### src/afc_pkg.sv
`default_nettype none

package afc_pkg;

  localparam int COORD_W    = 24;
  localparam int COEF_W     = 16;
  localparam int COMP_W     = COEF_W + 1;
  localparam int PROD_W     = COMP_W + COORD_W;
  localparam int SUM_W      = PROD_W + 3;
  localparam int W_SHIFT    = 8;
  localparam int NUM_ROWS   = 4;
  localparam int NUM_PLANES = 6;
  localparam int CELL_DEPTH = 2;
  localparam int IN_DATA_W  = 6 * COORD_W;
  localparam int OUT_DATA_W = 8;
  localparam int CFG_IDX_W  = 2;
  localparam int CFG_DATA_W = NUM_ROWS * COEF_W;

  typedef enum logic [CFG_IDX_W-1:0] {
    MATRIX_COL0 = 2'd0,
    MATRIX_COL1 = 2'd1,
    MATRIX_COL2 = 2'd2,
    MATRIX_COL3 = 2'd3
  } cfg_idx_t;

  // min_x sits in the lowest bits
  typedef struct packed {
    logic signed [COORD_W-1:0] max_z;
    logic signed [COORD_W-1:0] max_y;
    logic signed [COORD_W-1:0] max_x;
    logic signed [COORD_W-1:0] min_z;
    logic signed [COORD_W-1:0] min_y;
    logic signed [COORD_W-1:0] min_x;
  } box_t;

  typedef struct packed {
    logic signed [COMP_W-1:0] x;
    logic signed [COMP_W-1:0] y;
    logic signed [COMP_W-1:0] z;
    logic signed [COMP_W-1:0] w;
  } plane_t;

  typedef logic [3:0][CFG_DATA_W-1:0] matrix_t;

  function automatic logic signed [COMP_W-1:0] plane_comp(
    input matrix_t m, input int col, input int row, input logic neg);
    logic signed [COEF_W-1:0] base;
    logic signed [COEF_W-1:0] other;
    base  = signed'(m[col][COEF_W*(NUM_ROWS-1) +: COEF_W]);
    other = signed'(m[col][COEF_W*row +: COEF_W]);
    if (neg) begin
      return COMP_W'(base) - COMP_W'(other);
    end
    return COMP_W'(base) + COMP_W'(other);
  endfunction

  function automatic plane_t make_plane(input matrix_t m, input int row, input logic neg);
    plane_t p;
    p.x = plane_comp(m, 0, row, neg);
    p.y = plane_comp(m, 1, row, neg);
    p.z = plane_comp(m, 2, row, neg);
    p.w = plane_comp(m, 3, row, neg);
    return p;
  endfunction

endpackage

`default_nettype wire

### src/afc_plane_cell.sv
`default_nettype none

module afc_plane_cell (
  input  wire logic          clk,
  input  wire logic          rst,
  input  wire afc_pkg::plane_t plane,
  input  wire logic          in_valid,
  output logic               in_ready,
  input  wire afc_pkg::box_t in_box,
  input  wire logic          in_vis,
  output logic               out_valid,
  input  wire logic          out_ready,
  output afc_pkg::box_t      out_box,
  output logic               out_vis
);

  logic                                  a_valid;
  logic                                  a_ready;
  afc_pkg::box_t                         a_box;
  logic                                  a_vis;
  logic signed [afc_pkg::PROD_W-1:0]     a_prod_x;
  logic signed [afc_pkg::PROD_W-1:0]     a_prod_y;
  logic signed [afc_pkg::PROD_W-1:0]     a_prod_z;
  logic signed [afc_pkg::COMP_W-1:0]     a_w;

  logic                                  b_valid;
  logic                                  b_ready;
  afc_pkg::box_t                         b_box;
  logic                                  b_vis;

  logic signed [afc_pkg::COORD_W-1:0]    sel_x;
  logic signed [afc_pkg::COORD_W-1:0]    sel_y;
  logic signed [afc_pkg::COORD_W-1:0]    sel_z;
  logic signed [afc_pkg::PROD_W-1:0]     a_prod_x_next;
  logic signed [afc_pkg::PROD_W-1:0]     a_prod_y_next;
  logic signed [afc_pkg::PROD_W-1:0]     a_prod_z_next;
  logic signed [afc_pkg::SUM_W-1:0]      sum;
  logic                                  b_vis_next;

  assign b_ready  = !b_valid || out_ready;
  assign a_ready  = !a_valid || b_ready;
  assign in_ready = a_ready;

  // p-vertex: max corner where the normal component is non-negative
  always_comb begin
    sel_x = plane.x[afc_pkg::COMP_W-1] ? in_box.min_x : in_box.max_x;
    sel_y = plane.y[afc_pkg::COMP_W-1] ? in_box.min_y : in_box.max_y;
    sel_z = plane.z[afc_pkg::COMP_W-1] ? in_box.min_z : in_box.max_z;
    a_prod_x_next = afc_pkg::PROD_W'(plane.x) * afc_pkg::PROD_W'(sel_x);
    a_prod_y_next = afc_pkg::PROD_W'(plane.y) * afc_pkg::PROD_W'(sel_y);
    a_prod_z_next = afc_pkg::PROD_W'(plane.z) * afc_pkg::PROD_W'(sel_z);
  end

  always_comb begin
    sum = afc_pkg::SUM_W'(a_prod_x) + afc_pkg::SUM_W'(a_prod_y)
        + afc_pkg::SUM_W'(a_prod_z) + (afc_pkg::SUM_W'(a_w) <<< afc_pkg::W_SHIFT);
    b_vis_next = a_vis && !sum[afc_pkg::SUM_W-1];
  end

  always_ff @(posedge clk) begin
    if (rst) begin
      a_valid <= 1'b0;
    end else if (a_ready) begin
      a_valid <= in_valid;
    end
  end

  always_ff @(posedge clk) begin
    if (a_ready) begin
      a_box    <= in_box;
      a_vis    <= in_vis;
      a_prod_x <= a_prod_x_next;
      a_prod_y <= a_prod_y_next;
      a_prod_z <= a_prod_z_next;
      a_w      <= plane.w;
    end
  end

  always_ff @(posedge clk) begin
    if (rst) begin
      b_valid <= 1'b0;
    end else if (b_ready) begin
      b_valid <= a_valid;
    end
  end

  always_ff @(posedge clk) begin
    if (b_ready) begin
      b_box <= a_box;
      b_vis <= b_vis_next;
    end
  end

  assign out_valid = b_valid;
  assign out_box   = b_box;
  assign out_vis   = b_vis;

endmodule

`default_nettype wire

### config.mk
export PLATFORM = sky130hd
export DESIGN_NAME = afc_plane_cell
export DESIGN_NICKNAME = d
export VERILOG_FILES = /design/src/afc_pkg.sv /design/src/afc_plane_cell.sv
export SDC_FILE = /design/constraint.sdc
export NUM_CORES = 2
export LEC_CHECK = 0
export BUFFER_PORTS_ARGS = -buffer_cell sky130_fd_sc_hd__buf_2
export CAP_MARGIN = 15
export CELL_PAD_IN_SITES_DETAIL_PLACEMENT = 1
export CELL_PAD_IN_SITES_GLOBAL_PLACEMENT = 1
export CORE_ASPECT_RATIO = 0.6
export CORE_MARGIN = 2
export CORE_UTILIZATION = 45
export DETAILED_ROUTE_END_ITERATION = 6
export GPL_TIMING_DRIVEN = 0
export PLACE_DENSITY_LB_ADDON = 0.1
export SLEW_MARGIN = 10
export SYNTH_ARGS = -nofsm -noshare
export SYNTH_HDL_FRONTEND = slang
export SYNTH_SLANG_ARGS = --single-unit
export TNS_END_PERCENT = 20
### constraint.sdc
create_clock -name clk -period 8.4 [get_ports clk]
set_input_delay 1.26 -clock clk [delete_from_list [all_inputs] [get_ports clk]]
set_output_delay 1.26 -clock clk [all_outputs]
set_load 0.1 [all_outputs]
==> flow_summary.yaml <==
global_routing:
  grt_start_max_net_pins: 98
  first_global_vias: 44100
  grt-ovfl-total: 0
  grt.total_usage: 0.286
  grt_pass1_wl_mm: 283
  antenna_found_initial: 29
floorplan:
  die_area_um2: 135000
  pin_count: 364
  dieHeight_um: 286
  die_x_um: 474
  core-area_um2: 131000
  start_util: 0.453
  rows: 103
logic_synthesis:
  synth_area_um2: 59500
  synth_top_cells_by_count: "fa_1 (1,277), inv_1 (1,263), nand2_1 (676)"
  async_flop_share: 0
  yosysTopAreaCell: "fa_1"
  yosysMostFrequentCell: "fa_1"
  synthCells: 5500
  seq_area_frac_synth: 0.218
  ys_ff_latch: 432
  synth_area_leaders: "fa_1 (43%), edfxtp_1 (22%), inv_1 (8.0%), ha_1 (7.2%), and2_1 (5.1%)"
  syn-num-nets: 7338
  synth_top_area_share: 0.429
  synth_area_per_cell_um2: 10.8
  synth_flop_cell: "edfxtp_1"
  ys_warn_count: 0
  synth_cell_types: 74
  synth_edf_count: 430
timing:
  finalClockSkew_ns: 0.0163
  relSlewSlack: 0.266
  report.final.slew_viol_count: 0
  setup_violations: 0
  fin_crit_ns: 8.32
  timing.final.crit_share: 0.990
  fmax_ghz: 0.120
  worst_slew_pin_slew_ns: 1.10
  finalSetupTns_ns: 0
  rsz0062_at_grt: "true"
  hold_violations: 0
final_layout:
  n_fill_cell: 14400
  post-route-cell-area_um2: 65600
  syn_to_final_growth_pct: 10.2
  multi_input_area_um2: 41300
  drive_gt1_frac: 0.102
  regArea_um2: 13000
  fin_util: 0.499
  layout.nets: 7734
worst_setup_path:
  slowest_delay_ns: 0.57
  path_buf_inv: 7
  path_cells: "buf_2 -> buf_4 -> mux2_2 -> buf_2 -> nand2_1 -> fa_1 -> inv_1 -> fa_1 -> fa_1 -> fa_1 -> fa_1 -> inv_1 -> fa_1 -> inv_1 -> ha_1 -> clkbuf_1 -> nand4_1 -> o311a_1 -> nand2b_2 -> a31oi_4 -> a31oi_1 -> o21a_1 -> a211oi_2"
  critPathSlowestCell: "fa_1"
  crit_path_max_fanout: 10
  cpMostUsedCell: "fa_1"
  end_kind: "flip-flop"
  cp.required_ns: 8.81
  path_class: "input port to flip-flop"
  cp_top_family: "adder cells"
  start_kind: "input port"
  arrival_ns: 8.73
cts:
  cts.path.max_buffers: 3
  cts_hold_buf: 0
  insertion_delay_ns: 0.66
  clkSlewWorstSetupHoldPaths_ns: 0.06
  h-tree-depth: 2
  numCtsBuffers: 48
  cts_root_buf: "clkbuf_16"
  clock-sinks: 432
  cts_tree: "done"
drt:
  wl_per_cell_um: 24.1
  viasPerCell: 5.24
  drt-total-wl_mm: 185
  drc: 0
  vias: 40200
  drtPass1Iterations: 5
  drtIter0Drc: 3139
  ant_nets: 0
min_path:
  holdCritPathClass: "flip-flop to flip-flop"
place:
  placed_cell_area_um2: 63700
  globalplace.congestion: 1.04
  port-buffer-count: 362
  hpwl_mm: 167
status:
  outcome: "finished, final reports clean"
run:
  cap_violations: 0
timing repair:
item,in CTS,in global routing
pin swaps,1,3
gates resized for setup,49,82
setup endpoints to repair,49,34
setup buffers,2,3
layout by cell type (no fill, tap or decap), drive strengths merged, types with 6 or more instances in the layout:
cell type / n
o211ai: 9
xnor2: 97
nor2: 124
fa: 1277
bufinv: 7
a2111oi: 9
o21a: 23
clkbuf: 206
nor3: 13
a21o: 51
mux2: 69
nand3: 27
clkinv: 15
o21bai: 9
inv: 1271
o21ai: 57
nand2b: 35
and2: 488
nand2: 676
buf: 386
a21oi: 104
and3: 18
xor2: 27
nor4: 6
diode: 11
a31oi: 17
nand4: 8
ha: 344
a211oi: 14
edfxtp: 430
nor2b: 42
layout make-up:
| class | count | area share |
|---|---|---|
| Buffer | 161 | 0.0103 |
| Clock inverter | 32 | 0.00609 |
| Clock buffer | 57 | 0.0195 |
| Antenna cell | 11 | 0.000420 |
| Timing Repair Buffer | 374 | 0.0306 |
| Tap cell | 1732 | 0.0330 |
| Inverter | 1265 | 0.0725 |
| Sequential cell | 432 | 0.198 |
| Multi-Input combinational cell | 3614 | 0.630 |
metal layers:
metal / global-route usage / part of all wire / routed length [µm] / vias to the layer above
li1: - / - / - / 17400
met2: 0.358 / 0.37 / 68900 / 1397
met1: 0.456 / 0.49 / 89600 / 21300
met4: 0.0302 / 0.011 / 2050 / 18
met3: 0.130 / 0.13 / 24000 / 131
met5: 0.00902 / 0.00062 / 115 / -
sequential cells by signal, indices dropped and copies added, names as in the netlist:
| name | flops |
|---|---|
| a_box | 144 |
| a_vis | 1 |
| a_w | 17 |
| a_valid | 1 |
| out_vis | 1 |
| a_prod_z | 41 |
| out_valid | 1 |
| a_prod_y | 41 |
| out_box | 144 |
| a_prod_x | 41 |
stage by stage:
stage	setup slack, ns	std cells	hold WS [ns]
floorplan	0.650	5500	0.400
global placement	-2.06	7594	0.400
detailed placement	-2.08	7601	0.405
CTS	0.00347	7681	0.407
global route	-0.0639	7667	0.420
finish	0.0828	7678	0.406
worst register-to-register path, stage by stage, from the launching register on:
cell	delay, ns
edfxtp_1	0.68
buf_16	0.30
fa_1	0.53
ha_1	0.59
nand3_1	0.33
nor4_1	0.89
o21ai_0	0.26
o21a_1	0.23
o21ai_0	0.29
a2111oi_0	0.17
o21ai_0	0.17
nand3_1	0.11
a21boi_0	0.30
path summary, 6_finish.rpt:
kind	startpoint	slack, ns	to	depth (start not counted)
setup / recovery	plane[50]	0.08	a_prod_y[40]	23
hold / removal	a_box[7]	0.41	out_box[7]	0
setup reg to reg	a_w[16]	3.34	out_vis	12
hold reg to reg	a_box[7]	0.41	out_box[7]	0
cell families (layout without fill, tap and decap cells):
group | Yosys count | after routing | synth area share
compound gates | 343 | 343 | 0.0386
buf+inv | 1454 | 1889 | 0.0917
fa+ha+maj | 1621 | 1621 | 0.502
simple gates | 1454 | 1454 | 0.119
flops | 432 | 432 | 0.218
xor+xnor | 124 | 124 | 0.0182
other cells | 0 | 11 | 0
mux | 72 | 72 | 0.0136
Power is left out: the tool's default activity adds up to more than one toggle a clock period on the data nets, which glitch-free logic cannot reach.
